==> src/rtl/skl_pkg.sv <==
// shared types and constants for the sorted key list
`default_nettype none

package skl_pkg;

  localparam int KEY_W     = 64;
  localparam int KEY_BYTES = 8;
  localparam int OP_W      = 2;
  localparam int STAT_W    = 2;

  typedef enum logic [OP_W-1:0] {
    OP_INSERT = 2'd0,
    OP_SEARCH = 2'd1,
    OP_REMOVE = 2'd2
  } op_e;

  typedef enum logic [STAT_W-1:0] {
    STAT_OK        = 2'd0,
    STAT_NOT_FOUND = 2'd1,
    STAT_FULL      = 2'd2
  } stat_e;

  typedef enum logic [1:0] {
    SEL_HOLD,
    SEL_LOAD,
    SEL_LEFT,
    SEL_RIGHT
  } cell_sel_e;

  typedef enum logic {
    ST_IDLE,
    ST_APPLY
  } state_e;

  typedef struct packed {
    logic lt;
    logic eq;
  } cell_flags_t;

endpackage

`default_nettype wire

==> src/rtl/skl_if.sv <==
// request and response channel interfaces of the sorted key list
`default_nettype none

interface skl_req_if;
  import skl_pkg::*;
  logic                valid;
  logic                ready;
  logic [OP_W-1:0]     op;
  logic [KEY_W-1:0]    key;
  modport source (output valid, output op, output key, input ready);
  modport sink (input valid, input op, input key, output ready);
endinterface

interface skl_rsp_if #(
  parameter int CNT_W = 5
);
  import skl_pkg::*;
  logic              valid;
  logic              ready;
  logic [STAT_W-1:0] status;
  logic              found;
  logic [CNT_W-1:0]  position;
  logic [CNT_W-1:0]  entries_held;
  logic              empty_res;
  modport source (output valid, output status, output found, output position,
                  output entries_held, output empty_res, input ready);
  modport sink (input valid, input status, input found, input position,
                input entries_held, input empty_res, output ready);
endinterface

`default_nettype wire

==> src/rtl/skl_cell.sv <==
// one storage cell of the key row: holds a key, compares it, moves it to a neighbor
`default_nettype none

module skl_cell (
  input  logic                            clk_i,
  input  skl_pkg::cell_sel_e              sel_i,
  input  logic                            cmp_en_i,
  input  logic [skl_pkg::KEY_W-1:0]       key_i,
  input  logic [skl_pkg::KEY_W-1:0]       left_i,
  input  logic [skl_pkg::KEY_W-1:0]       right_i,
  output logic [skl_pkg::KEY_W-1:0]       key_o,
  output skl_pkg::cell_flags_t            flags_o
);
  import skl_pkg::*;

  logic [KEY_W-1:0] key_q, key_d;
  cell_flags_t      flags_q, flags_d;

  always_comb begin
    case (sel_i)
      SEL_LOAD:  key_d = key_i;
      SEL_LEFT:  key_d = left_i;
      SEL_RIGHT: key_d = right_i;
      default:   key_d = key_q;
    endcase
  end

  always_comb begin
    flags_d = flags_q;
    if (cmp_en_i) begin
      flags_d.lt = key_q < key_i;
      flags_d.eq = key_q == key_i;
    end
  end

  always_ff @(posedge clk_i) begin
    key_q   <= key_d;
    flags_q <= flags_d;
  end

  assign key_o   = key_q;
  assign flags_o = flags_q;

endmodule

`default_nettype wire

==> src/rtl/skl_locate.sv <==
// finds the insert point and first match from the registered cell flags
`default_nettype none

module skl_locate #(
  parameter int DEPTH = 16,
  parameter int CNT_W = 5
) (
  input  skl_pkg::cell_flags_t flags_i [DEPTH],
  input  logic [CNT_W-1:0]     count_i,
  output logic [DEPTH-1:0]     below_o,
  output logic [DEPTH:0]       bound_o,
  output logic [CNT_W-1:0]     pos_o,
  output logic                 hit_o
);
  import skl_pkg::*;

  logic [DEPTH-1:0] used;

  always_comb begin
    for (int i = 0; i < DEPTH; i++) begin
      used[i]    = CNT_W'(i) < count_i;
      below_o[i] = used[i] & flags_i[i].lt;
    end
  end

  // stored keys are sorted, so the below-key cells form a prefix
  always_comb begin
    bound_o[0] = ~below_o[0];
    for (int i = 1; i < DEPTH; i++) begin
      bound_o[i] = below_o[i-1] & ~below_o[i];
    end
    bound_o[DEPTH] = below_o[DEPTH-1];
  end

  always_comb begin
    pos_o = '0;
    hit_o = 1'b0;
    for (int i = 0; i <= DEPTH; i++) begin
      if (bound_o[i]) pos_o = pos_o | CNT_W'(i);
    end
    for (int i = 0; i < DEPTH; i++) begin
      hit_o = hit_o | (bound_o[i] & used[i] & flags_i[i].eq);
    end
  end

endmodule

`default_nettype wire

==> src/rtl/sorted_key_list.sv <==
// sorted key list: ordered key table with insert, search and remove
//
// req_i carries one transaction per operation: op (insert, search, remove;
// code 3 acts as search) and a 64-bit key, first character in the top byte.
// Only the top KEY_CHARS bytes of the key take part; the rest reads as zero.
// rsp_o returns exactly one transaction per request: status, found, position,
// entries_held and empty_res.
// In the accept cycle every cell of the key row compares its key with the new
// one and registers the result. In the apply state that follows, the insert
// point is located, the row shifts by one place for an insert into a table
// that is not full or for a remove that finds its key, and the response is
// loaded into the output register. A request is taken only in the idle state,
// so a new one is not accepted until the last one has been applied.
// If the receiver stalls, the response waits in the output register; the
// next request is still accepted and compared, and its shift is held until
// the waiting response is taken.
// Reset empties the table and drops any pending response; key cells are not
// cleared, since cells at or above the count never affect a result.
`default_nettype none

module sorted_key_list #(
  parameter int DEPTH     = 16,
  parameter int KEY_CHARS = 8
) (
  input  logic             clk_i,
  input  logic             rst_ni,
  skl_req_if.sink          req_i,
  skl_rsp_if.source        rsp_o
);
  import skl_pkg::*;

  localparam int CNT_W = $clog2(DEPTH + 1);
  localparam logic [KEY_W-1:0] KEY_MASK = {KEY_W{1'b1}} << (8 * (KEY_BYTES - KEY_CHARS));

  state_e            state_q, state_d;
  logic [CNT_W-1:0]  count_q, count_d;
  logic [OP_W-1:0]   op_q;
  logic [KEY_W-1:0]  key_q;

  logic              out_valid_q;
  logic [STAT_W-1:0] stat_q, stat_d;
  logic              found_q;
  logic [CNT_W-1:0]  pos_q, pos_d;
  logic [CNT_W-1:0]  held_q;

  logic              accept;
  logic              apply;
  logic [KEY_W-1:0]  cell_key;

  logic [KEY_W-1:0]  row_key [DEPTH];
  cell_flags_t       row_flags [DEPTH];
  cell_sel_e         row_sel [DEPTH];

  logic [DEPTH-1:0]  below;
  logic [DEPTH:0]    bound;
  logic [CNT_W-1:0]  loc_pos;
  logic              loc_hit;
  logic              full;
  logic              do_ins;
  logic              do_rem;

  // fsm next state
  always_comb begin
    state_d = state_q;
    case (state_q)
      ST_IDLE:  if (accept) state_d = ST_APPLY;
      ST_APPLY: if (apply) state_d = ST_IDLE;
      default:  state_d = ST_IDLE;
    endcase
  end

  // fsm outputs
  always_comb begin
    req_i.ready = 1'b0;
    apply       = 1'b0;
    case (state_q)
      ST_IDLE:  req_i.ready = 1'b1;
      ST_APPLY: apply = ~out_valid_q | rsp_o.ready;
      default:  ;
    endcase
  end

  assign accept   = req_i.valid & req_i.ready;
  assign cell_key = (state_q == ST_IDLE) ? (req_i.key & KEY_MASK) : key_q;

  for (genvar i = 0; i < DEPTH; i++) begin : g_cell
    logic [KEY_W-1:0] left_key, right_key;
    if (i == 0) begin : g_first
      assign left_key = row_key[i];
    end else begin : g_left
      assign left_key = row_key[i-1];
    end
    if (i == DEPTH - 1) begin : g_last
      assign right_key = row_key[i];
    end else begin : g_right
      assign right_key = row_key[i+1];
    end

    skl_cell u_cell (
      .clk_i    (clk_i),
      .sel_i    (row_sel[i]),
      .cmp_en_i (accept),
      .key_i    (cell_key),
      .left_i   (left_key),
      .right_i  (right_key),
      .key_o    (row_key[i]),
      .flags_o  (row_flags[i])
    );
  end

  skl_locate #(
    .DEPTH (DEPTH),
    .CNT_W (CNT_W)
  ) u_locate (
    .flags_i (row_flags),
    .count_i (count_q),
    .below_o (below),
    .bound_o (bound),
    .pos_o   (loc_pos),
    .hit_o   (loc_hit)
  );

  assign full   = count_q == CNT_W'(DEPTH);
  assign do_ins = apply & (op_q == OP_INSERT) & ~full;
  assign do_rem = apply & (op_q == OP_REMOVE) & loc_hit;

  always_comb begin
    for (int i = 0; i < DEPTH; i++) begin
      row_sel[i] = SEL_HOLD;
      if (do_ins) begin
        if (bound[i]) row_sel[i] = SEL_LOAD;
        else if (!below[i]) row_sel[i] = SEL_LEFT;
      end else if (do_rem) begin
        if (!below[i]) row_sel[i] = SEL_RIGHT;
      end
    end
  end

  always_comb begin
    count_d = count_q;
    if (do_ins) count_d = count_q + CNT_W'(1);
    else if (do_rem) count_d = count_q - CNT_W'(1);
  end

  always_comb begin
    stat_d = STAT_OK;
    pos_d  = loc_pos;
    if (op_q == OP_INSERT) begin
      if (full) stat_d = STAT_FULL;
    end else if (!loc_hit) begin
      stat_d = STAT_NOT_FOUND;
      pos_d  = count_q;
    end
  end

  always_ff @(posedge clk_i or negedge rst_ni) begin
    if (!rst_ni) begin
      state_q     <= ST_IDLE;
      count_q     <= '0;
      out_valid_q <= 1'b0;
    end else begin
      state_q <= state_d;
      count_q <= count_d;
      if (apply) out_valid_q <= 1'b1;
      else if (rsp_o.ready) out_valid_q <= 1'b0;
    end
  end

  always_ff @(posedge clk_i) begin
    if (accept) begin
      op_q  <= req_i.op;
      key_q <= req_i.key & KEY_MASK;
    end
    if (apply) begin
      stat_q  <= stat_d;
      found_q <= loc_hit;
      pos_q   <= pos_d;
      held_q  <= count_d;
    end
  end

  assign rsp_o.valid        = out_valid_q;
  assign rsp_o.status       = stat_q;
  assign rsp_o.found        = found_q;
  assign rsp_o.position     = pos_q;
  assign rsp_o.entries_held = held_q;
  assign rsp_o.empty_res    = held_q == '0;

  a_count_range: assert property (@(posedge clk_i) disable iff (!rst_ni)
    count_q <= CNT_W'(DEPTH))
    else $error("entry count above depth");

  a_one_bound: assert property (@(posedge clk_i) disable iff (!rst_ni)
    (state_q == ST_APPLY) |-> $onehot(bound))
    else $error("insert point not unique");

  a_busy_no_accept: assert property (@(posedge clk_i) disable iff (!rst_ni)
    (state_q == ST_APPLY) |-> !req_i.ready)
    else $error("request taken while a transaction is in flight");

  a_apply_responds: assert property (@(posedge clk_i) disable iff (!rst_ni)
    apply |=> out_valid_q)
    else $error("applied transaction left no response");

endmodule

`default_nettype wire
==> src/flat_wrapper.sv <==
// flat-port wrapper written by rule: the top's interface ports become plain ports
module sorted_key_list_flat import skl_pkg::*;
#(
  parameter int DEPTH     = 16,
  parameter int KEY_CHARS = 8
)
  (clk_i, rst_ni, req_i_valid, req_i_op, req_i_key, req_i_ready, rsp_o_valid, rsp_o_status, rsp_o_found, rsp_o_position, rsp_o_entries_held, rsp_o_empty_res, rsp_o_ready);
  skl_req_if req_i_i ();
  skl_rsp_if rsp_o_i ();
  input  logic clk_i;
  input  logic rst_ni;
  input wire logic [$bits(req_i_i.valid)-1:0] req_i_valid;
  input wire logic [$bits(req_i_i.op)-1:0] req_i_op;
  input wire logic [$bits(req_i_i.key)-1:0] req_i_key;
  output wire logic [$bits(req_i_i.ready)-1:0] req_i_ready;
  output wire logic [$bits(rsp_o_i.valid)-1:0] rsp_o_valid;
  output wire logic [$bits(rsp_o_i.status)-1:0] rsp_o_status;
  output wire logic [$bits(rsp_o_i.found)-1:0] rsp_o_found;
  output wire logic [$bits(rsp_o_i.position)-1:0] rsp_o_position;
  output wire logic [$bits(rsp_o_i.entries_held)-1:0] rsp_o_entries_held;
  output wire logic [$bits(rsp_o_i.empty_res)-1:0] rsp_o_empty_res;
  input wire logic [$bits(rsp_o_i.ready)-1:0] rsp_o_ready;
  assign req_i_i.valid = req_i_valid;
  assign req_i_i.op = req_i_op;
  assign req_i_i.key = req_i_key;
  assign req_i_ready = req_i_i.ready;
  assign rsp_o_valid = rsp_o_i.valid;
  assign rsp_o_status = rsp_o_i.status;
  assign rsp_o_found = rsp_o_i.found;
  assign rsp_o_position = rsp_o_i.position;
  assign rsp_o_entries_held = rsp_o_i.entries_held;
  assign rsp_o_empty_res = rsp_o_i.empty_res;
  assign rsp_o_i.ready = rsp_o_ready;
  sorted_key_list #(.DEPTH(DEPTH), .KEY_CHARS(KEY_CHARS)) u_core (.clk_i(clk_i), .rst_ni(rst_ni), .req_i(req_i_i), .rsp_o(rsp_o_i));
endmodule
==> config.mk <==
export PLATFORM = sky130hd
export DESIGN_NAME = sorted_key_list_flat
export DESIGN_NICKNAME = d
export VERILOG_FILES = /design/src/rtl/skl_pkg.sv /design/src/rtl/skl_if.sv /design/src/rtl/skl_cell.sv /design/src/rtl/skl_locate.sv /design/src/rtl/sorted_key_list.sv /design/src/flat_wrapper.sv
export SDC_FILE = /design/constraint.sdc
export NUM_CORES = 2
export LEC_CHECK = 0
export BUFFER_PORTS_ARGS = -buffer_cell sky130_fd_sc_hd__buf_4
export CAP_MARGIN = 5
export CORE_MARGIN = 2
export CORE_UTILIZATION = 49
export DETAILED_ROUTE_END_ITERATION = 7
export PLACE_DENSITY = 0.67
export SLEW_MARGIN = 20
export SYNTH_ARGS = -nofsm -noshare
export SYNTH_HDL_FRONTEND = slang
export SYNTH_SLANG_ARGS = --single-unit
export TNS_END_PERCENT = 20
==> constraint.sdc <==
create_clock -name clk_i -period 7 [get_ports clk_i]
set_input_delay 1.4 -clock clk_i [delete_from_list [all_inputs] [get_ports clk_i]]
set_output_delay 1.4 -clock clk_i [all_outputs]
set_load 0.01 [all_outputs]
==> impl_metrics.env <==
export IMPL_synth_mux_area_share_pct=1.80
export IMPL_powerDensity_nw_per_um2=299
export IMPL_met1_usage_pct=40.2
export IMPL_drtAntennaViolNets=0
export IMPL_tightest_slew_ps=1310
export IMPL_ctsResizeCount=0
export IMPL_ios=86
export IMPL_dp_hpwl_um=181000
export IMPL_grt_use_total_pct=32.3
export IMPL_worstRegToRegCells=12
export IMPL_cts_sinks=1142
export IMPL_gp_congestion=0.955
export IMPL_fin_skew_ps=25.5
export IMPL_core_area_um2=148000
export IMPL_instances_no_fill=8572
export IMPL_fin_crit_sh_pct=90.6
export IMPL_slew_limit_headroom_pct=12.9
export IMPL_rr_endpoint="u_core.g_cell[6].u_cell.flags_o[1]"
export IMPL_cts_buffer_depth=3
export IMPL_synth_top_area_share_pct=46.7
export IMPL_clk_pin_slew_ps=60
export IMPL_grtUsageMet2_pct=53.5
export IMPL_drive_above_1_share_pct=9.37
export IMPL_top_usage_layer="met2"
export IMPL_root_buffer="clkbuf_16"
export IMPL_yosysWarningCount=0
export IMPL_dpl_cell_area_um2=77100
export IMPL_synth_common_cells="edfxtp_1 (1,135), ha_1 (1,029), o21ai_0 (770), a22oi_1 (638), nor2_1 (502)"
export IMPL_ys_types=76
export IMPL_die_height_um=390
export IMPL_switchingPower_mw=8.66
export IMPL_drt_first_pass_iters=6
export IMPL_tns_ps=0
export IMPL_finalSetupViolations=0
export IMPL_worstPathMaxFanout=22
export IMPL_status="completed"
export IMPL_fin_area_um2=81500
export IMPL_place_ws_ps=834
export IMPL_overflow=0
export IMPL_cp_start_kind="register"
export IMPL_internal_power_mw=15.7
export IMPL_portBuffers=85
export IMPL_synth_edff_count=1135
export IMPL_r2r_start="u_core.state_q"
export IMPL_leakage_nw=29.9
export IMPL_crit_family="simple AND/OR/NAND/NOR gates"
export IMPL_start_util_pct=49.4
export IMPL_drtIter0Drc=7061
export IMPL_yosys_area_top_type="edfxtp_1"
export IMPL_dp_cells=8317
export IMPL_swShare_pct=35.5
export IMPL_critical_path_max_stage_delay_ps=1080
export IMPL_finalHoldViolCount=0
export IMPL_fmax_mhz=158
export IMPL_critPathCaptureType="register"
export IMPL_postSynthAreaPerCell_um2=11.2
export IMPL_die_area_um2=152000
export IMPL_synth_area_leaders="edfxtp_1 (47%), ha_1 (18%), a22oi_1 (6.6%), o21ai_0 (5.3%), a221o_1 (3.5%)"
export IMPL_cp_num_buf_inv=2
export IMPL_postCtsHoldBufs=0
export IMPL_syn_nets=7601
export IMPL_r2r_setup_slack_ps=660
export IMPL_synth_xor_area_share_pct=0.0480
export IMPL_p_clk_share_pct=29.0
export IMPL_rsz0062_at_grt="no"
export IMPL_crit_type="register to register"
export IMPL_totalPowerFinal_mw=24.4
export IMPL_clock_latency_ps=790
export IMPL_ys_seq_area_share_pct=46.9
export IMPL_hp_class="primary input to async pin"
export IMPL_min_period_ps=6340
export IMPL_grt_pass1_vias=59200
export IMPL_crit_path_top_delay_cell="nor4_1"
export IMPL_final_util_pct=55.1
export IMPL_cts_max_level=4
export IMPL_synth_top_family_by_area="compound AO/OA/AOI/OAI gates"
export IMPL_grt_max_degree=100
export IMPL_worst_slack_ps=659
export IMPL_combinationalPowerShare_pct=31.2
export IMPL_whs_ps=420
export IMPL_ir_drop_mv=0.267
export IMPL_use_met3_pct=7.38
export IMPL_synth_simple_gate_area_share_pct=7.81
export IMPL_die_w_um=390
export IMPL_drc_errors=0
export IMPL_syn2layout_area_growth_pct=11.6
export IMPL_synthCells=6502
export IMPL_synth_seq_cells=1142
export IMPL_yosys_most_used_dff="edfxtp_1"
export IMPL_async_flop_share_pct=0.613
export IMPL_yosysMostFrequentCell="edfxtp_1"
export IMPL_drv_slew=0
export IMPL_cts_setup_buffers=0
export IMPL_nets=7628
export IMPL_wl_per_cell_um=29.4
export IMPL_vias=59400
export IMPL_synth_compound_area_share_pct=22.8
export IMPL_seqPwrFrac_pct=39.8
export IMPL_wirelength_um=252000
export IMPL_row_count=141
export IMPL_syn_area_um2=73000
export IMPL_cts_buffers=136
export IMPL_via_per_inst=6.93
export IMPL_grt_antenna_before_repair=18
export IMPL_cts_tree="done"
export IMPL_synthAdderAreaFrac_pct=17.6
export IMPL_grt_pass1_wl_um=371000
export IMPL_required_ps=7530
export IMPL_cp_data_arrival_time_ps=6870
export IMPL_crit_chain="buf_12 > mux2i_4 > buf_4 > ha_1 > nand4_1 > nor4_1 > and2_1 > nand2_1 > or3_1 > nor3_1 > a2111oi_0 > o311a_1"
export IMPL_drv_cap=0
## routing by layer
layer / routed length [µm] / vias up / part of all wire, %
met5: 91 / - / 0.036
met4: 11300 / 14 / 4.5
met3: 23400 / 594 / 9.3
met2: 119000 / 2993 / 47
met1: 98200 / 29500 / 39
li1: - / 26300 / -
## placed cells by master, fill, tap and decap left out, types with 10 or more instances in the layout
cell type | synthesis | final
edfxtp_1 | 1135 | 1135
a221oi_1 | 17 | 17
or2_2 | 7 | 11
and3_1 | 14 | 14
a21oi_1 | 356 | 355
clkbuf_1 | 291 | 37
o21ai_1 | 80 | 83
o22ai_1 | 12 | 10
nor2_1 | 502 | 483
clkinv_2 | 0 | 23
nand4_1 | 196 | 196
nand3_1 | 70 | 70
clkbuf_16 | 0 | 142
a2111oi_0 | 11 | 10
mux2i_4 | 0 | 63
ha_1 | 1029 | 1028
a21o_1 | 208 | 207
nand2_1 | 118 | 118
a211oi_1 | 28 | 27
o211ai_1 | 28 | 28
buf_4 | 2 | 260
o21a_1 | 37 | 37
nand2b_1 | 25 | 25
nor3_1 | 77 | 59
mux2i_1 | 128 | 65
nor3_2 | 0 | 18
a221o_1 | 258 | 258
buf_12 | 0 | 16
nor4_1 | 25 | 19
nor2b_1 | 76 | 75
o21ai_0 | 770 | 767
clkinv_1 | 0 | 20
a22oi_1 | 638 | 638
inv_1 | 112 | 111
nor2_4 | 4 | 27
## registers in the layout (all words and copies together) (netlist names)
name and count:
u_core.rsp_o.entries_held 5, u_core.rsp_o.found 1, u_core.g_cell.u_cell.flags_o 32, u_core.state_q 1, u_core.op_q 2, u_core.g_cell.u_cell.key_o 1024, u_core.key_q 64, u_core.rsp_o.position 5
u_core.count_q 5, u_core.rsp_o.status 2, u_core.rsp_o.valid 1
## final cells by class
| type | count | area (µm²) |
|---|---|---|
| antenna | 7 | 17.5 |
| tap | 1930 | 2410 |
| inverter | 113 | 428 |
| fill | 12400 | 66300 |
| clock inverter | 63 | 564 |
| sequential | 1142 | 34300 |
| timing repair buffer | 281 | 2380 |
| multi-input combinational | 4855 | 37700 |
| clock buffer | 181 | 3720 |
## worst reg2reg max path: stages, from the launching register on
cell and delay, ps:
dfrtp_4 820, buf_12 350, mux2i_4 590, buf_4 380
ha_1 210, nand4_1 250, nor4_1 1080, and2_1 540
nand2_1 160, or3_1 450, nor3_1 800, a2111oi_0 260
o311a_1 200
## cell families after synthesis
family | count (synthesis)
buffers and inverters | 505
DFF | 1142
and+or+nand+nor | 1175
AOI/OAI and AO/OA | 2516
muxes | 131
adders and majority gates | 1029
xor gates and xnor gates | 4
## worst max-delay path by stage
stage | to | slack (ps) | depth (start not counted) | from
3_3_place_gp | u_core.g_cell[9].u_cell.flags_o[1] | 670 | 12 | req_i_key[51]
6_report | u_core.g_cell[6].u_cell.flags_o[1] | 660 | 12 | u_core.state_q
3_5_place_dp | u_core.g_cell[6].u_cell.flags_o[1] | 830 | 12 | req_i_key[62]
4_1_cts | u_core.g_cell[6].u_cell.flags_o[1] | 970 | 12 | u_core.state_q
5_1_grt | u_core.g_cell[6].u_cell.flags_o[1] | 610 | 12 | u_core.state_q
2_1_floorplan | u_core.g_cell[10].u_cell.key_o[0] | 710 | 8 | rsp_o_ready
## power by group through the flow
stage / registers (mW) / clock network, mW / logic (mW)
5_1_grt: 9.77 / 7.39 / 8.27
3_3_place_gp: 9.79 / 0 / 7.12
6_report: 9.72 / 7.08 / 7.60
2_1_floorplan: 9.52 / 0 / 4.81
3_5_place_dp: 9.81 / 0 / 7.39
4_1_cts: 9.68 / 7.15 / 7.43
Note: power is estimated with default switching activity, not from simulation.
